## src/sv/abrd_pkg.sv

```systemverilog
// Shared types and constants for the auto baud rate detector.
// No dependencies; every other file imports this package.
package abrd_pkg;

   localparam int unsigned TIME_W = 32;
   localparam int unsigned THR_W  = 10;
   localparam int unsigned BAUD_W = 22;
   localparam int unsigned QUO_W  = 20;
   localparam int unsigned CNT_W  = $clog2(QUO_W);
   localparam int unsigned RATE_N = 9;

   // one second in microseconds, the divider's fixed dividend
   localparam logic [QUO_W-1:0] US_PER_SEC = 20'd1000000;

   typedef enum logic [2:0] {
      ST_IDLE,
      ST_EVAL,
      ST_DIV,
      ST_SNAP,
      ST_LOAD
   } state_type;

   typedef enum logic {
      CSR_MIN_PULSE = 1'b0,
      CSR_FALLBACK  = 1'b1
   } csr_idx_type;

   typedef struct packed {
      logic accept;
      logic div_start;
      logic snap;
      logic load;
   } cmd_type;

   typedef struct packed {
      logic need_div;
      logic div_busy;
      logic out_free;
   } status_type;

   localparam logic [BAUD_W-1:0] STD_RATE [RATE_N] = '{
      22'd9600, 22'd19200, 22'd38400, 22'd57600, 22'd115200,
      22'd230400, 22'd250000, 22'd500000, 22'd1000000
   };

   // midpoints between neighbouring rates, rounded down: a tie picks the lower rate
   localparam logic [QUO_W-1:0] SNAP_LIMIT [RATE_N-1] = '{
      20'd14400, 20'd28800, 20'd48000, 20'd86400,
      20'd172800, 20'd240200, 20'd375000, 20'd750000
   };

   function automatic logic [BAUD_W-1:0] snap_rate(input logic [TIME_W-1:0] raw);
      logic [BAUD_W-1:0] rate;
      rate = STD_RATE[RATE_N-1];
      for (int i = RATE_N - 2; i >= 0; i--) begin
         if (raw <= TIME_W'(SNAP_LIMIT[i])) begin
            rate = STD_RATE[i];
         end
      end
      return rate;
   endfunction

endpackage

```

## src/sv/abrd_div.sv

```systemverilog
// Restoring divider: one second in microseconds over the pulse width, one bit a cycle.
// Depends on abrd_pkg (widths and dividend constant).
module abrd_div
   import abrd_pkg::*;
(
   input  logic              clock,
   input  logic              reset,
   input  logic              start,
   input  logic [TIME_W-1:0] divisor,
   output logic              busy,
   output logic [QUO_W-1:0]  quotient
);

   logic              busy_ff;
   logic [CNT_W-1:0]  cnt_ff;
   logic [TIME_W-1:0] rem_ff;
   logic [TIME_W-1:0] dvs_ff;
   logic [QUO_W-1:0]  quo_ff;

   logic [TIME_W:0]   trial;
   logic [TIME_W:0]   diff;
   logic              fits;

   assign trial = {rem_ff, US_PER_SEC[cnt_ff]};
   assign diff  = trial - {1'b0, dvs_ff};
   assign fits  = trial >= {1'b0, dvs_ff};

   always_ff @(posedge clock) begin
      if (reset) begin
         busy_ff <= 1'b0;
      end else if (start) begin
         busy_ff <= 1'b1;
      end else if (busy_ff && cnt_ff == '0) begin
         busy_ff <= 1'b0;
      end
   end

   always_ff @(posedge clock) begin
      if (start) begin
         cnt_ff <= CNT_W'(QUO_W - 1);
         rem_ff <= '0;
         dvs_ff <= divisor;
         quo_ff <= '0;
      end else if (busy_ff) begin
         cnt_ff <= cnt_ff - 1'b1;
         rem_ff <= fits ? diff[TIME_W-1:0] : trial[TIME_W-1:0];
         quo_ff <= {quo_ff[QUO_W-2:0], fits};
      end
   end

   assign busy     = busy_ff;
   assign quotient = quo_ff;

endmodule

```

## src/sv/abrd_dpath.sv

```systemverilog
// Datapath: CSRs, edge state, minimum pulse tracking, rate snapping, result register.
// Depends on abrd_pkg and abrd_div.
module abrd_dpath
   import abrd_pkg::*;
(
   input  logic              clock,
   input  logic              reset,
   input  cmd_type           cmd,
   output status_type        status,
   input  logic              req_command,
   input  logic [TIME_W-1:0] req_edge_time_us,
   input  logic              csr_valid,
   input  csr_idx_type       csr_index,
   input  logic [BAUD_W-1:0] csr_data,
   output logic              rsp_valid,
   input  logic              rsp_ready,
   output logic              rsp_detected,
   output logic [TIME_W-1:0] rsp_min_pulse,
   output logic [BAUD_W-1:0] rsp_baud
);

   logic [THR_W-1:0]  thr_ff;
   logic [BAUD_W-1:0] fallback_ff;
   logic [TIME_W-1:0] last_edge_ff;
   logic [TIME_W-1:0] shortest_ff;
   logic              found_ff;
   logic [BAUD_W-1:0] baud_ff;
   logic              rsp_valid_ff;
   logic              rsp_detected_ff;
   logic [TIME_W-1:0] rsp_min_pulse_ff;
   logic [BAUD_W-1:0] rsp_baud_ff;

   logic [TIME_W-1:0] pulse;
   logic [TIME_W-1:0] raw;
   logic [QUO_W-1:0]  quotient;
   logic              div_busy;
   logic              no_pulse;

   abrd_div u_div (
      .clock    (clock),
      .reset    (reset),
      .start    (cmd.div_start),
      .divisor  (shortest_ff),
      .busy     (div_busy),
      .quotient (quotient)
   );

   always_ff @(posedge clock) begin
      if (reset) begin
         thr_ff      <= THR_W'(5);
         fallback_ff <= BAUD_W'(115200);
      end else if (csr_valid) begin
         case (csr_index)
            CSR_MIN_PULSE: thr_ff      <= csr_data[THR_W-1:0];
            CSR_FALLBACK:  fallback_ff <= csr_data;
            default:       thr_ff      <= thr_ff;
         endcase
      end
   end

   assign pulse = req_edge_time_us - last_edge_ff;

   always_ff @(posedge clock) begin
      if (reset) begin
         last_edge_ff <= '0;
         shortest_ff  <= '1;
         found_ff     <= 1'b0;
      end else if (cmd.accept) begin
         if (req_command) begin
            // restart: keep the last edge time
            shortest_ff <= '1;
            found_ff    <= 1'b0;
         end else begin
            last_edge_ff <= req_edge_time_us;
            if (pulse >= TIME_W'(thr_ff) && pulse < shortest_ff) begin
               shortest_ff <= pulse;
               found_ff    <= 1'b1;
            end
         end
      end
   end

   assign no_pulse = !found_ff || shortest_ff == '1;
   assign raw      = (shortest_ff == '0) ? '1 : TIME_W'(quotient);

   always_ff @(posedge clock) begin
      if (cmd.snap) begin
         baud_ff <= no_pulse ? fallback_ff : snap_rate(raw);
      end
   end

   always_ff @(posedge clock) begin
      if (reset) begin
         rsp_valid_ff <= 1'b0;
      end else if (cmd.load) begin
         rsp_valid_ff <= 1'b1;
      end else if (rsp_ready) begin
         rsp_valid_ff <= 1'b0;
      end
   end

   always_ff @(posedge clock) begin
      if (cmd.load) begin
         rsp_detected_ff  <= found_ff;
         rsp_min_pulse_ff <= shortest_ff;
         rsp_baud_ff      <= baud_ff;
      end
   end

   assign status.need_div = !no_pulse && shortest_ff != '0;
   assign status.div_busy = div_busy;
   assign status.out_free = !rsp_valid_ff || rsp_ready;

   assign rsp_valid     = rsp_valid_ff;
   assign rsp_detected  = rsp_detected_ff;
   assign rsp_min_pulse = rsp_min_pulse_ff;
   assign rsp_baud      = rsp_baud_ff;

endmodule

```

## config.mk

```make
export PLATFORM = sky130hd
export DESIGN_NAME = abrd_dpath
export DESIGN_NICKNAME = d
export VERILOG_FILES = /design/src/sv/abrd_pkg.sv /design/src/sv/abrd_div.sv /design/src/sv/abrd_dpath.sv
export SDC_FILE = /design/constraint.sdc
export NUM_CORES = 1
export LEC_CHECK = 0
export ABC_AREA = 1
export BUFFER_PORTS_ARGS = -buffer_cell sky130_fd_sc_hd__buf_2
export CAP_MARGIN = 20
export CORE_ASPECT_RATIO = 0.8
export CORE_MARGIN = 2
export CORE_UTILIZATION = 60
export DETAILED_ROUTE_END_ITERATION = 10
export PLACE_DENSITY = 0.9
export REMOVE_ABC_BUFFERS = 1
export SLEW_MARGIN = 20
export SYNTH_ARGS = -nofsm -noshare
export SYNTH_HDL_FRONTEND = slang
export SYNTH_SLANG_ARGS = --single-unit
```

## constraint.sdc

```tcl
create_clock -name clock -period 9 [get_ports clock]
set_input_delay 0.45 -clock clock [delete_from_list [all_inputs] [get_ports clock]]
set_output_delay 0.45 -clock clock [all_outputs]
set_load 0.1 [all_outputs]
```

## After elaboration in Yosys (flattened, before gate mapping)

Memory sizes are Yosys's and may differ from the RTL's. A register that Yosys moved wholly into a read port is not among the register bits.
Cells that the tools add are included.

| word-level totals | value |
|---|---|
| register bits | 265 |
| memory bits (read-only) | 32 |
| input port bits | 64 |
| memories kept | 1 |
| word-level logic and storage cells | 74 |

| cells by class | value |
|---|---|
| bitwise operators | 2 |
| magnitude comparators | 12 |
| multiplexer cells | 22 |
| equal/unequal tests | 1 |
| $add $sub $neg | 3 |
| reduce and logical (&&, ||, !) cells | 18 |

Memories:

| name | words | bits a word | read ports | clocked after Yosys merged registers in | wr ports | line | RTL |
|---|---|---|---|---|---|---|---|
| (no name shown) | 32 | 1 | 1 | 1 | 0 | abrd_div.sv:24 | `assign trial = {rem_ff, US_PER_SEC[cnt_ff]};` |

Operator list:

| kind | number |
|---|---|
| 22-bit two-way mux | 8 |
| 32-bit two-way mux | 4 |
| 32-bit by 18-bit less-or-equal comparator with 1-bit output (second input constant) | 2 |
| 32-bit subtractor | 2 |
| 33-bit by 32-bit greater-or-equal comparator with 1-bit output | 1 |
| 32-bit equality test (second input constant) | 1 |
| 32-bit by 10-bit greater-or-equal comparator with 1-bit output | 1 |
| 32-bit by 14-bit less-or-equal comparator with 1-bit output (second input constant) | 1 |
| 32-bit by 15-bit less-or-equal comparator with 1-bit output (second input constant) | 1 |
| 32-bit by 16-bit less-or-equal comparator with 1-bit output (second input constant) | 1 |
| 32-bit by 17-bit less-or-equal comparator with 1-bit output (second input constant) | 1 |
| 32-bit by 19-bit less-or-equal comparator with 1-bit output (second input constant) | 1 |
| 32-bit by 20-bit less-or-equal comparator with 1-bit output (second input constant) | 1 |
| 32-bit logical NOT | 1 |
| 32-bit less-than comparator | 1 |
| 32-bit nonzero test | 1 |
| 20-bit two-way mux | 1 |
| 5-bit two-way mux | 2 |
| 2-bit AND reduction | 4 |
| 1-bit two-way mux | 7 |
| 5-bit by 6-bit less-than comparator with 1-bit output (second input constant) | 1 |
| 2-bit nonzero test | 3 |
| 5-bit logical NOT | 1 |
| 5-bit by 1-bit subtractor with 5-bit output (second input constant) | 1 |
| other kinds (4) | 10 |

## Longest topological paths before layout

| logic depth | value |
|---|---|
| word-level depth | 12 |
| depth in mapped cells | 29 |
| mapped depth without buffers | 28 |

## Hierarchy

From an unflattened synthesis, not the netlist that was laid out.

| unflattened totals | value |
|---|---|
| cell total of the unflattened synthesis | 2415 |
| area total of the unflattened synthesis | 17184.0 um^2 |

Modules (own cells, without submodules):

| module | cells an instance | times used | area an instance (um^2) |
|---|---|---|---|
| abrd_dpath | 1497 | 1 | 10951.8 |
| abrd_div | 918 | 1 | 6232.2 |

## Worst setup path before layout

OpenSTA, ideal clock, no wires.

| timing | value |
|---|---|
| kind | input-to-reg |
| from | in req_edge_time_us[0] |
| to | reg shortest_ff[17] |
| buffers on the path | 1 |
| slack | 5.787 ns |
| cell stages on the path | 27 |
| data arrival time | 3.070 ns |
| library setup time | 0.143 ns |
| path through | inv_1 ha_1 inv_1 fa_1 nand3_1 nand3_2 nand2_1 nand2_1 nand2_1 nand2_1 or2_1 nand2_1 inv_1 ha_1 inv_1 nor2_1 nand2_1 nor2_1 a21oi_1 nand2_1 nand2_1 nand3_2 nand2_4 nand2_8 buf_12 nand2_2 nand3_2 |

| between the ends | value |
|---|---|
| word-level cells in the longest chain between the ends | 5 |
| elaborated cells on any way between the ends | 8 |

Ends and longest elaborated chain:

| item | line | RTL |
|---|---|---|
| start, declared | abrd_dpath.sv:11 | `input logic [TIME_W-1:0] req_edge_time_us,` |
| 32-bit subtractor * | abrd_dpath.sv:61 | `assign pulse = req_edge_time_us - last_edge_ff;` |
| 32-bit by 10-bit greater-or-equal comparator with 1-bit output or 32-bit less-than comparator (tied branches) | abrd_dpath.sv:75 | `if (pulse >= TIME_W'(thr_ff) && pulse < shortest_ff) begin` |
| 1-bit logical AND | abrd_dpath.sv:75 |  |
| 2-bit nonzero test (no line) | -- |  |
| 2-bit AND reduction (no line) | -- |  |
| end signal, assigned | abrd_dpath.sv:76 | `shortest_ff <= pulse;` |
| end, declared | abrd_dpath.sv:25 | `logic [TIME_W-1:0] shortest_ff;` |

Every way passes the cells marked *; elsewhere a longest branch is shown, timed or not. The select of a mux whose other input is x is not followed.
A chain may end at the register's enable or synchronous reset.

## Worst setup path after layout

| timing | value |
|---|---|
| from | reg last_edge_ff[0] |
| to | reg shortest_ff[28] |

| between the ends | value |
|---|---|
| word-level cells in the longest chain between the ends | 5 |
| elaborated cells on any way between the ends | 8 |

Ends and longest elaborated chain:

| item | line | RTL |
|---|---|---|
| start, declared | abrd_dpath.sv:24 | `logic [TIME_W-1:0] last_edge_ff;` |
| start signal, assigned | abrd_dpath.sv:74 | `last_edge_ff <= req_edge_time_us;` |
| 32-bit subtractor * | abrd_dpath.sv:61 |  |
| 32-bit by 10-bit greater-or-equal comparator with 1-bit output or 32-bit less-than comparator (tied branches) | abrd_dpath.sv:75 |  |
| 1-bit logical AND | abrd_dpath.sv:75 |  |
| 2-bit nonzero test (no line) | -- |  |
| 2-bit AND reduction (no line) | -- |  |

Marked as above.

==> metrics.txt <==
leading cell type in the layout, fill and taps excluded=nand2_1; Synth Warn #=0; power density over the cells=193 mW/mm^2; number of inserted diodes=0; kind of start point of the critical path=flop; Power, Total=0.00348 W; Synth Instances=2196; Total Negative Setup Slacks=0 ns; Post-Place Cells=2624; count of antenna-violating nets left after detailed routing=0; horizontal extent of the die=188 um; Crit path arrival time=4.32 ns; ys flop type=dfxtp_1; antenna violations before repair=0; cell at the root of the clock tree=clkbuf_16; final-report max-slew violation count=0; highest clock rate=254 MHz; type of the setup path with the least slack=reg -> reg; Post-Synthesis Cell Area=0.0163 sq mm; # resized after CTS=0; class of the tightest hold or removal check=in -> reg; PortBufs=122; Data required, critical path=9.39 ns; GP Congestion=0.963; wire per inst=16.3 um; async set-reset flop share out of synthesis=0; global routing usage summed across all routing layers=0.303; final design area excluding fillers=0.0181 sq mm; sequential fraction of the synthesis area=0.394; vias in the first global route=14.5k; clock net sink count=266; Post-Route WL=43500 um; maximum vdd drop=148 uV; die area=0.0285 sq mm; Syn-to-layout area delta=10.7%; count of boundary I/O pins=123; Die H=151 um; number of enable flip-flop cells after synthesis=109; post-detailed-route via-to-cell ratio=5.61; H-tree depth=1; RSZ-0062 raised after global routing=false; Util after Layout=0.682; final number of setup-violating endpoints=0; non-filler cells in the finished layout=2672; maximum clock path buffer count=3; Setup Buffers After CTS=0; number of max-cap violations=0; count of unique library cells instantiated by Yosys=58; initial core utilization=0.616; most frequent cells in the layout=524 x nand2_1, 364 x inv_1, 177 x nor2_1; endpoint class of the critical path=flop; final number of hold-violating endpoints=0; DR iter-0 viols=1247; number of storage elements in the synthesis netlist=266; CTS tree=done; Detailed Routing Iterations Pass 1=6; clock latency on the worst-skew pair=0.56 ns; Crit Path Max Fanout=34; Worst-path clk slew=0.07 ns; Leak Pwr=8.91 nW; Core ar.=0.0265 sq mm; Max-slew headroom=0.288; post-route DRC violation count=0; post-route fraction of the period consumed by the critical path=0.437; number of nets in the finished design=2465; proportion of layout cells with a drive suffix above 1=0.135; global-route wire length before repair=70000 um; vias=15.0k; Worst Clk Skew=0.0189 ns; outcome=finished, final reports clean; number of filler cells placed in the layout=2136; total clock buffers created by CTS=26; average instance area after synthesis=7.42 sq um; Area after DPL=0.0171 sq mm; Period minus WS final=3.93 ns; hold_buf cts=0; largest net degree at the start of global routing=97; Least-Margin Pin Slew=1.07 ns; FP Rows=53; final HPWL from detailed placement=31800 um; Remaining Overflow, GRT=0
-- worst max-delay path: stages, from the launching register on --
cell and delay (ns):
dfxtp_1 0.33, ha_1 0.14, inv_1 0.08, fa_1 0.47
nand3_1 0.14, nand3_2 0.14, nand2_1 0.09, nand2_1 0.12
nand3_1 0.13, nand4_1 0.09, nand2_1 0.14, inv_1 0.08
ha_1 0.19, a21oi_1 0.14, nor2_1 0.06, a211oi_1 0.22
o221a_2 0.24, nand3_2 0.09, nand2_4 0.31, nand2_8 0.30
nand2_1 0.15, nand3_1 0.09
-- cell families (layout without fill, tap and decap cells) --
group,Yosys count,in the layout,synth area share
AO/OA/AOI/OAI,329,329,0.112
XOR/XNOR,41,41,0.0220
adder cells (fa/ha/maj),106,106,0.0823
buffers and inverters,446,565,0.108
flip-flops,266,266,0.394
AND/OR/NAND/NOR,1008,1008,0.283
-- registers in the layout, summed over array words and instances (netlist names), 5 cells and up --
register / cells
last_edge_ff: 32
rsp_min_pulse: 32
shortest_ff: 32
u_div.dvs_ff: 32
u_div.rem_ff: 32
baud_ff: 22
fallback_ff: 22
rsp_baud: 22
u_div.quotient: 20
thr_ff: 10
u_div.cnt_ff: 5
-- where the power goes --
part	switching [W]	internal [W]
sequential	0.0000685	0.00135
combinational	0.000619	0.000244
clock	0.000483	0.000717
total	0.00117	0.00231
-- routing by layer --
metal / track usage / routed length, um / vias to the layer above
li1: - / - / 7300
met1: 0.395 / 18800 / 6940
met2: 0.511 / 19900 / 625
met3: 0.0415 / 3080 / 125
met4: 0.126 / 1690 / 0
met5: 0 / 0 / -
-- synthesized netlist by cell type, types with 4 or more instances --
cell | n | share of area
and2_1 | 5 | 0.0019
nand3_1 | 102 | 0.031
nand4_1 | 36 | 0.014
edfxtp_1 | 109 | 0.20
inv_1 | 365 | 0.084
o21bai_1 | 5 | 0.0023
ha_1 | 104 | 0.080
xnor2_1 | 13 | 0.0070
nor3_2 | 5 | 0.0031
clkinv_1 | 4 | 0.00092
clkbuf_1 | 38 | 0.0087
o22ai_1 | 4 | 0.0015
nand3b_1 | 9 | 0.0041
nor4_1 | 8 | 0.0031
buf_4 | 4 | 0.0018
nor2_2 | 16 | 0.0061
o21ai_0 | 113 | 0.035
a21oi_1 | 149 | 0.046
nand2_2 | 44 | 0.017
dfxtp_1 | 157 | 0.19
buf_1 | 5 | 0.0012
nor3_1 | 26 | 0.0080
nor2_1 | 177 | 0.041
inv_2 | 20 | 0.0046
nand2_1 | 524 | 0.12
nand3_2 | 36 | 0.022
xor2_1 | 28 | 0.015
or2_2 | 9 | 0.0035
buf_2 | 5 | 0.0015
o211ai_1 | 28 | 0.013
-- area by class of cell --
class | count | area, sq um | area share
Clock buffer | 37 | 774 | 0.0429
Sequential cell | 266 | 6420 | 0.355
Tap cell | 357 | 447 | 0.0247
Timing Repair Buffer | 128 | 656 | 0.0363
Inverter | 389 | 1460 | 0.0809
Multi-Input combinational cell | 1484 | 8130 | 0.450
Clock inverter | 11 | 171 | 0.00950
-- per-stage QoR --
step | hold WS [ns] | setup slack [ns]
2_1_floorplan | 0.400 | 5.51
3_3_place_gp | 0.403 | 5.06
3_5_place_dp | 0.405 | 4.89
4_1_cts | 0.106 | 5.19
5_1_grt | 0.128 | 4.76
6_report | 0.118 | 5.07
-- path summary, 6_finish.rpt --
kind / startpoint / end / slack, ns / cells past startpoint
min: csr_data[15] / fallback_ff[15] / 0.12 / 3
min reg2reg: baud_ff[8] / rsp_baud[8] / 0.42 / 0
max reg2reg: last_edge_ff[0] / shortest_ff[28] / 5.07 / 21
max: last_edge_ff[0] / shortest_ff[28] / 5.07 / 21
Note: power is estimated with default switching activity, not from simulation.
