## src/sv/abrd_pkg.sv

```systemverilog
// Shared types and constants for the auto baud rate detector.
// No dependencies; every other file imports this package.
package abrd_pkg;

   localparam int unsigned TIME_W = 32;
   localparam int unsigned THR_W  = 10;
   localparam int unsigned BAUD_W = 22;
   localparam int unsigned QUO_W  = 20;
   localparam int unsigned CNT_W  = $clog2(QUO_W);
   localparam int unsigned RATE_N = 9;

   // one second in microseconds, the divider's fixed dividend
   localparam logic [QUO_W-1:0] US_PER_SEC = 20'd1000000;

   typedef enum logic [2:0] {
      ST_IDLE,
      ST_EVAL,
      ST_DIV,
      ST_SNAP,
      ST_LOAD
   } state_type;

   typedef enum logic {
      CSR_MIN_PULSE = 1'b0,
      CSR_FALLBACK  = 1'b1
   } csr_idx_type;

   typedef struct packed {
      logic accept;
      logic div_start;
      logic snap;
      logic load;
   } cmd_type;

   typedef struct packed {
      logic need_div;
      logic div_busy;
      logic out_free;
   } status_type;

   localparam logic [BAUD_W-1:0] STD_RATE [RATE_N] = '{
      22'd9600, 22'd19200, 22'd38400, 22'd57600, 22'd115200,
      22'd230400, 22'd250000, 22'd500000, 22'd1000000
   };

   // midpoints between neighbouring rates, rounded down: a tie picks the lower rate
   localparam logic [QUO_W-1:0] SNAP_LIMIT [RATE_N-1] = '{
      20'd14400, 20'd28800, 20'd48000, 20'd86400,
      20'd172800, 20'd240200, 20'd375000, 20'd750000
   };

   function automatic logic [BAUD_W-1:0] snap_rate(input logic [TIME_W-1:0] raw);
      logic [BAUD_W-1:0] rate;
      rate = STD_RATE[RATE_N-1];
      for (int i = RATE_N - 2; i >= 0; i--) begin
         if (raw <= TIME_W'(SNAP_LIMIT[i])) begin
            rate = STD_RATE[i];
         end
      end
      return rate;
   endfunction

endpackage

```

## src/sv/abrd_ctrl.sv

```systemverilog
// Controller state machine: sequences accept, divide, snap and result load.
// Depends on abrd_pkg (state, command and status types).
module abrd_ctrl
   import abrd_pkg::*;
(
   input  logic       clock,
   input  logic       reset,
   input  logic       req_valid,
   output logic       req_ready,
   input  status_type status,
   output cmd_type    cmd
);

   state_type state_ff;
   state_type state_in;

   always_ff @(posedge clock) begin
      if (reset) begin
         state_ff <= ST_IDLE;
      end else begin
         state_ff <= state_in;
      end
   end

   always_comb begin
      state_in = state_ff;
      case (state_ff)
         ST_IDLE: begin
            if (req_valid) begin
               state_in = ST_EVAL;
            end
         end
         ST_EVAL: begin
            state_in = status.need_div ? ST_DIV : ST_SNAP;
         end
         ST_DIV: begin
            if (!status.div_busy) begin
               state_in = ST_SNAP;
            end
         end
         ST_SNAP: begin
            state_in = ST_LOAD;
         end
         ST_LOAD: begin
            if (status.out_free) begin
               state_in = ST_IDLE;
            end
         end
         default: begin
            state_in = ST_IDLE;
         end
      endcase
   end

   always_comb begin
      cmd       = '0;
      req_ready = 1'b0;
      case (state_ff)
         ST_IDLE: begin
            req_ready  = 1'b1;
            cmd.accept = req_valid;
         end
         ST_EVAL: begin
            cmd.div_start = status.need_div;
         end
         ST_SNAP: begin
            cmd.snap = 1'b1;
         end
         ST_LOAD: begin
            cmd.load = status.out_free;
         end
         default: begin
            cmd = '0;
         end
      endcase
   end

endmodule

```

## config.mk

```make
export PLATFORM = sky130hd
export DESIGN_NAME = abrd_ctrl
export DESIGN_NICKNAME = d
export VERILOG_FILES = /design/src/sv/abrd_pkg.sv /design/src/sv/abrd_ctrl.sv
export SDC_FILE = /design/constraint.sdc
export NUM_CORES = 1
export LEC_CHECK = 0
export ABC_AREA = 1
export BUFFER_PORTS_ARGS = -buffer_cell sky130_fd_sc_hd__buf_2
export CAP_MARGIN = 20
export CELL_PAD_IN_SITES_DETAIL_PLACEMENT = 1
export CELL_PAD_IN_SITES_GLOBAL_PLACEMENT = 1
export CORE_AREA = 2 2 39 41
export CTS_CLUSTER_SIZE = 16
export DETAILED_ROUTE_END_ITERATION = 10
export DIE_AREA = 0 0 41 43
export GPL_ROUTABILITY_DRIVEN = 1
export GPL_TIMING_DRIVEN = 0
export PLACE_DENSITY = 0.5
export RECOVER_POWER = 25
export SLEW_MARGIN = 20
export SYNTH_ARGS = -nofsm -noshare
export SYNTH_HDL_FRONTEND = slang
export SYNTH_SLANG_ARGS = --single-unit
export TNS_END_PERCENT = 10
```

## constraint.sdc

```tcl
create_clock -name clock -period 0.8 [get_ports clock]
set_clock_uncertainty 0.1 [all_clocks]
set_input_delay 0.04 -clock clock [delete_from_list [all_inputs] [get_ports clock]]
set_output_delay 0.04 -clock clock [all_outputs]
set_load 0.005 [all_outputs]
```

=== Word level (Yosys, flattened, before mapping) ===
Index checks and enable logic that the tools add are counted.

* Bits in registers: 3
* Input bits: 6
* Logic and storage cells: 20

* Eq/ne operators: 7
* Muxes and demuxes: 10
* Reductions and logical operators: 2

{| class="wikitable"
|+ Operator list
! kind !! count
|-
| $pmux 3 s5 || 1
|-
| $mux 3 || 3
|-
| $eq 3x2->1 const B || 2
|-
| $mux 1 || 6
|-
| $ne 2x2->1 const B || 3
|-
| $eq 3x1->1 const B || 1
|-
| $eq 3x3->1 const B || 1
|-
| $logic_not 3->1 || 1
|-
| $reduce_and 3->1 || 1
|}

=== Logic depth before layout (Yosys ltp) ===
Gate-level depths: netlist of the first run.

* Depth after elaboration: 3
* Mapped depth: 4
* Gate-level depth less buffers: 4

=== Worst setup path before layout of the first run ===
No wires, ideal clock.

* Path kind: register -> register
* Start point: register state_ff[0]
* End point: register state_ff[0]
* Data arrival time: 668 ps
* Data required time: 589 ps
* Setup slack: -79 ps
* Cell stages (with the launch flop): 5
* Path buffers: 0
* Period minus slack after synthesis: 879 ps
* Path through: dfxtp_1 > nor2_2 > nand3_2 > nand3_2 > nor3_2

* Cells in the longest elaborated chain, start to end: 3
* Elaborated cells between the ends (all ways): 10
* Those cells by class: eq/ne: 7; mux: 1; reduce/logical: 2

{| class="wikitable"
|+ RTL lines
! what !! RTL line !! RTL
|-
| from (decl) || abrd_ctrl.sv:14 || <nowiki>state_type state_ff;</nowiki>
|-
| from (signal assigned) || abrd_ctrl.sv:21 || <nowiki>state_ff <= state_in;</nowiki>
|-
| $eq 3x2->1, or another cell as far along || abrd_ctrl.sv:27 || <nowiki>case (state_ff)</nowiki>
|-
| $ne 2x2->1 (no line) || n/a ||
|-
| $reduce_and 3->1 (no line) || n/a ||
|}

Parallel ways exist; a longest one is shown, timed or not.
A chain may end at the register's enable or synchronous reset.

==> summary.md, run 1 <==
| Metric | Value |
|---|---|
| Via-to-Cell Ratio | `3.97` |
| CTS tree | `done` |
| Final core utilization | `0.245` |
| Final Cell Area | `339 µm²` |
| Synth warn | `0` |
| Ant. Diodes | `0` |
| Worst-skew pair later-pin latency | `230 ps` |
| Status | `finished with violations` |
| Dpl ws | `-189 ps` |
| Share of cells above drive strength 1 | `0.628` |
| Clk root buf | `clkbuf_4` |
| Hold path depth | `2` |
| Most used DFF post-synth | `dfxtp_1` |
| Power Density | `2070 nW/µm²` |
| Setup Crit Path Kind | `flip-flop to primary output` |
| Maximum VDD drop | `610 µV` |
| Synth Instances | `28` |
| Worst r2r dst | `state_ff[0]` |
| Clock slew at reported path FFs | `40 ps` |
| Arrival @ worst endpoint | `990 ps` |
| Placed cells | `54` |
| Num CTS Buffers | `3` |
| FF-to-FF Start | `state_ff[0]` |
| Core area | `1380 µm²` |
| Slew HR | `0.886` |
| Final setup vio count | `8` |
| Most frequent cell after synthesis | `inv_1` |
| CTS max path bufs | `2` |
| Vias in the first global route | `258` |
| Drt pass-1 iters | `1` |
| Cell taking the most area after synthesis | `dfxtp_1` |
| Post-detail-place hpwl | `400 µm` |
| Yosys top cell area share | `0.310` |
| PnR Total Power | `702 µW` |
| First-pass GRT wire length | `979 µm` |
| Unique masters post-synth | `11` |
| Worst-path fanout max | `6` |
| CTS sink count | `3` |
| Layout Area Growth over Synthesis | `74.8%` |
| Reg2reg setup slack | `-230 ps` |
| Area of the multi-input gates | `135 µm²` |
| # fillers | `176` |
| Die width | `41 µm` |
| All-layer global routing usage | `0.0852` |
| FF+latch count, synth | `3` |
| EDFF count, synth | `0` |
| Port bufs | `10` |
| Synth Cell Area | `194 µm²` |
| Worst-margin pin slew | `170 ps` |
| Hold WS | `-95.9 ps` |
| Largest reg by FF count | `state_ff` |
| Max-cap violations | `0` |
| Setup crit end kind | `primary output` |
| DR top layer | `met3` |
| WL met3 | `32 µm` |
| Worst path required time | `660 ps` |
| Wl on met1 | `204 µm` |
| Non-Filler Instances | `59` |
| RD Place Congestion | `0.664` |
| Hold WC Path Type | `input port to flip-flop` |
| F_max | `883 MHz` |
| Routed length on met2 | `310 µm` |
| Register area | `71.3 µm²` |
| Fin crit share | `1.42` |
| Leak | `0.000174 µW` |
| Die H | `43 µm` |
| Hold Path End | `state_ff[2]` |
| Max reg flops | `3` |
| Post-route ant nets | `0` |
| Initial Util | `0.140` |
| DIE AREA | `1760 µm²` |
| CP startpoint kind | `flip-flop` |
| Final hold vios | `3` |
| Final setup margin | `-332 ps` |
| Synth area leaders | `dfxtp_1 31%, nand3_2 15%, inv_1 14%` |
| Post-DR wirelength/cell | `9.27 µm` |
| Period minus WS final | `1130 ps` |
| Number of cell rows | `14` |
| Worst r2r path cells | `5` |
| Initial DRC Count | `0` |
| Final #Nets | `50` |
| DP Area | `278 µm²` |
| Grt total ovfl | `0` |
| Syn nets | `34` |
| H-tree depth | `1` |
| I/O pins | `11` |
| Commonest cells post-synth | `7 x inv_1, 3 x dfxtp_1, 3 x nand2_1, 3 x nand3_1, 3 x nand3_2` |
| Detailed-route via count | `234` |
| Largest regs | `state_ff (3)` |
| Register area share after synthesis | `0.310` |
| Syn avg cell area | `6.93 µm²` |
| Initial antenna violation count | `0` |
| Hold wc startpoint | `reset` |
| RSZ-0062 raised after global routing | `true` |
| Failing checks | `negative hold slack, negative setup slack` |
| Wirelength, routed | `547 µm` |
| Largest net degree at the start of global routing | `8` |
| Slew Limit Fails | `0` |
| DRC | `0` |
| Ys async rst share | `0` |
[cell families after synthesis]
group                  count (synthesis)  synth area share
buffers and inverters                  7             0.136
and+or+nand+nor                       15             0.477
AOI/OAI and AO/OA                      3            0.0774
DFF                                    3             0.310
[layout by cell type, fill, tap and decap left out]
cell type   n
a21oi_1     2
buf_4       1
nand2_1     2
nor2_4      2
inv_1       5
buf_2      10
dfxtp_4     3
nand2_2     1
inv_2       1
clkbuf_4    3
inv_4       1
clkbuf_1    1
nor4_4      1
nand3_1     3
nor3_2      1
o21ai_1     1
nor2_1      2
nand3_2     3
[what timing repair did]
action                                 in CTS  in global routing
pin swaps                                   1                  0
setup buffers                               1                  0
endpoints found under the hold margin       3                  3
resized for setup                           9                  1
setup endpoints to repair                   8                  8
[routing by layer]
metal / track usage / vias to the layer above
met5: 0 / -
met4: 0.0800 / 0
met3: 0.0157 / 0
met2: 0.119 / 6
met1: 0.102 / 107
li1: - / 121
[cell type report]
type / count / area share
multi-input combinational: 18 / 0.399
clock buffer: 4 / 0.0775
inverter: 7 / 0.0849
tap: 16 / 0.0590
sequential: 3 / 0.210
timing repair buffer: 11 / 0.170
[through the flow]
stage	hold WS (ps)	setup TNS, ps
finish	-95.9	-1950
global route	-103	-2490
CTS	-111	-1980
detailed placement	142	-1090
global placement	147	-1160
floorplan	0.757	-157
[worst max-delay path by stage]
stage / startpoint / to / cells past startpoint
detailed placement: state_ff[2] / cmd[0] / 3
global placement: state_ff[2] / cmd[0] / 3
finish: state_ff[0] / cmd[0] / 2
CTS: state_ff[0] / cmd[0] / 2
floorplan: state_ff[0] / state_ff[0] / 4
global route: state_ff[0] / cmd[0] / 2
[where the power goes]
part	leakage [µW]	switching [µW]	internal, µW
clock network	0.0000150	72.6	187
logic	0.000132	109	104
registers	0.0000267	52.6	177
[worst max-delay path: stages (launching register included)]
cell,delay (ps)
dfxtp_4,360
nor4_4,250
buf_2,150
Note: power is estimated with default switching activity, not from simulation.
==> inputs of run 2 (changes only) <==
Settings changed: ABC_AREA 1 to not set, CTS_BUF_LIST set to sky130_fd_sc_hd__clkbuf_8, PLACE_DENSITY 0.5 to 0.48.
==> run 2 against run 1 <==
Compared with the run above:
- the run still ends with negative hold slack, negative setup slack left
- synthesized cell count is 29% lower
- synthesized area is 3.2% higher
- core utilization is 0.90 points higher
- worst hold slack better by 19 ps
- combinational power is 49% higher
- flip-flop and latch count stayed put
- register-to-register slack worse by 100 ps
- via count is 14% lower
- critical path type unchanged
- critical endpoint is now cmd[2]
==> summary.md, run 2 <==
| Metric | Value |
|---|---|
| Post-route ant nets | `0 (unchanged)` |
| Number of cell rows | `14 (unchanged)` |
| F_max | `859 MHz (-2.7%)` |
| Worst r2r path cells | `4 (-1)` |
| H-tree depth | `1 (unchanged)` |
| Commonest cells post-synth | `3 x dfxtp_1, 2 x nor3_1` |
| Layout Area Growth over Synthesis | `75.6%` |
| Dpl ws | `-266 ps (-77.5 ps)` |
| Failing checks | `negative hold slack, negative setup slack` |
| Clk root buf | `clkbuf_8` |
| Most frequent cell after synthesis | `dfxtp_1` |
| Main combinational cell family by area after synthesis | `simple AND/OR/NAND/NOR gates` |
| Max reg flops | `3 (unchanged)` |
| Slew HR | `0.848 (-0.0373)` |
| CP startpoint kind | `flip-flop` |
| Worst r2r dst | `state_ff[2]` |
| Arrival @ worst endpoint | `1020 ps (+30 ps)` |
| DRC | `0 (unchanged)` |
| CTS max path bufs | `2 (unchanged)` |
| Clock slew at reported path FFs | `30 ps (about the same)` |
| Hold WS | `-76.5 ps (+19.3 ps)` |
| Worst-skew pair later-pin latency | `210 ps (-20 ps)` |
| Synth Instances | `20 (-29%)` |
| Detailed-route via count | `202 (-14%)` |
| Setup crit end kind | `primary output` |
| Post-synthesis compound-gate area fraction | `0.125 (+0.0476)` |
| Fin crit share | `1.45 (+0.0393)` |
| Grt total ovfl | `0 (unchanged)` |
| Synth area leaders | `dfxtp_1 30%, nor4b_2 7.5%, nor2b_4 6.9%` |
| RSZ-0062 raised after global routing | `true` |
| Num CTS Buffers | `3 (unchanged)` |
| CP startpoint | `state_ff[1]` |
| Hold WC Path Type | `input port to flip-flop` |
| Ys async rst share | `0 (unchanged)` |
| All-layer global routing usage | `0.0822 (-0.00292)` |
| FF+latch count, synth | `3 (unchanged)` |
| Syn nets | `26 (-24%)` |
| # fillers | `170 (-3.4%)` |
| Most used DFF post-synth | `dfxtp_1` |
| Met3 Track Usage GR | `0.0471 (+0.0314)` |
| RD Place Congestion | `0.575 (-13%)` |
| Hold path depth | `2 (unchanged)` |
| Post-DR wirelength/cell | `11.3 µm (+22%)` |
| Final setup margin | `-364 ps (-31.5 ps)` |
| Unique masters post-synth | `17 (+6)` |
| Reg2reg setup slack | `-330 ps (-100 ps)` |
| Most common cell after layout, fill and taps aside | `buf_2` |
| Non-Filler Instances | `52 (-12%)` |
| Initial Util | `0.145 (+0.00452)` |
| Leak | `0.000172 µW (-1.1%)` |
| Final setup vio count | `8 (unchanged)` |
| Share of cells above drive strength 1 | `0.667 (+0.0388)` |
| Syn avg cell area | `10.0 µm² (+45%)` |
| Synth Cell Area | `200 µm² (+3.2%)` |
| First-pass GRT wire length | `945 µm (-3.5%)` |
| Die H | `43 µm (unchanged)` |
| Die width | `41 µm (unchanged)` |
| Total negative slack | `-2390 ps (-435 ps)` |
| Simple-gate share of the synthesized area | `0.450 (-0.0274)` |
| EDFF count, synth | `0 (unchanged)` |
| DIE AREA | `1760 µm² (unchanged)` |
| Post-Synth XOR/XNOR Area | `0.0438 (+0.0438)` |
| FF-to-FF Start | `state_ff[1]` |
| I/O pins | `11 (unchanged)` |
| Register area | `66.3 µm² (-7.0%)` |
| Layer with the highest usage | `met2` |
| Worst path required time | `660 ps (about the same)` |
| Port bufs | `10 (unchanged)` |
| Cell taking the most area after synthesis | `dfxtp_1` |
| Via-to-Cell Ratio | `3.88 (-2.1%)` |
| Adder-cell area share of the yosys netlist | `0 (unchanged)` |
| Maximum VDD drop | `952 µV (+56%)` |
| Vias in the first global route | `239 (-7.4%)` |
| Power Density | `2750 nW/µm² (+33%)` |
| Largest regs | `state_ff (3)` |
| Most frequent cells in the layout | `9 x buf_2, 3 x clkbuf_8, 3 x buf_4` |
| Max-cap violations | `0 (unchanged)` |
| Met2 usage | `0.116 (-0.00312)` |
| Yosys top cell area share | `0.300 (-0.00968)` |
| Largest net degree at the start of global routing | `10 (+2)` |
| Synth warn | `0 (unchanged)` |
| Worst-margin pin slew | `227 ps (+56.7 ps)` |
| Placed cells | `46 (-15%)` |
| Slew Limit Fails | `0 (unchanged)` |
| Wirelength, routed | `588 µm (+7.5%)` |
| Worst-path fanout max | `9 (+3)` |
| Mux cell area share after synthesis | `0 (unchanged)` |
| Final hold vios | `1 (-2)` |
| Core area | `1380 µm² (unchanged)` |
| Final #Nets | `43 (-14%)` |
| Status | `finished with violations` |
| Area of the multi-input gates | `130 µm² (-3.7%)` |
| Grt met1 use | `0.0962 (-0.00608)` |
| CTS tree | `done` |
| Ant. Diodes | `0 (unchanged)` |
| Initial DRC Count | `1 (+1)` |
| Largest reg by FF count | `state_ff` |
| Register area share after synthesis | `0.300 (-0.00968)` |
| Period minus WS final | `1160 ps (+31.5 ps)` |
| Critical path endpoint | `cmd[2]` |
| CTS sink count | `3 (unchanged)` |
| Initial antenna violation count | `0 (unchanged)` |
| Setup Crit Path Kind | `flip-flop to primary output` |
| Drt pass-1 iters | `2 (+1)` |
| Final core utilization | `0.254 (+0.00904)` |
==> run 2: cell count changes in the layout (fill, tap and decap cells not counted), sizes merged, moves of 2 or more <==
cell and change:
a21oi -2, buf +3, inv -6, nand2 -2, nand3 -6, nor2 -3, nor2b +2, nor3 +2
==> run 2: cell families (layout without fill, tap and decap cells) <==
logic type,count (synthesis),in the layout
AO/OA/AOI/OAI,3,3
XOR/XNOR,1,1
buffers and inverters,2,18
flip-flops,3,3
AND/OR/NAND/NOR,11,11
==> run 2: cell type report <==
type                       instances  share of cell area
buffer                             1              0.0320
clock inverter                     1              0.0107
timing repair buffer              13               0.224
multi-input combinational         15               0.370
sequential                         3               0.189
tap                               16              0.0569
clock buffer                       3               0.117
==> run 2: where the power goes <==
| part | leakage [µW] | switching (µW) | internal, µW | total, µW |
|---|---|---|---|---|
| Combinational | 0.000119 | 113 | 205 | 318 |
| Sequential | 0.0000261 | 39.6 | 184 | 224 |
| Clock | 0.0000269 | 97.7 | 327 | 424 |
==> run 2: how the worst min path moves through the flow <==
stage / to / from
final: state_ff[1] / reset
after global routing: state_ff[1] / reset
after CTS: state_ff[1] / reset
after detailed placement: state_ff[1] / reset
after global placement: state_ff[1] / reset
after floorplan: state_ff[1] / reset
==> run 2: what timing repair did <==
item,in CTS,in global routing
cloned,0,0
resized for setup,3,5
setup endpoints to repair,8,8
pin swaps,2,2
endpoints found under the hold margin,1,1
buffers inserted,2,1
==> run 2: critical path, stage by stage, from the launching register on <==
cell	delay, ps
dfxtp_2	300
buf_6	130
and4bb_2	270
buf_2	100
==> run 2: per-stage QoR <==
stage | instance area, µm² | total power [µW]
2_1_floorplan | 200 | 362
3_5_place_dp | 270 | 443
6_report | 352 | 966
3_3_place_gp | 270 | 429
5_1_grt | 352 | 1040
4_1_cts | 340 | 943
==> run 2: per-layer routing <==
layer | part of all wire | vias up
met4 | 0 | 0
met3 | 0.11 | 0
met1 | 0.46 | 89
met5 | 0 | -
li1 | - | 102
met2 | 0.43 | 11
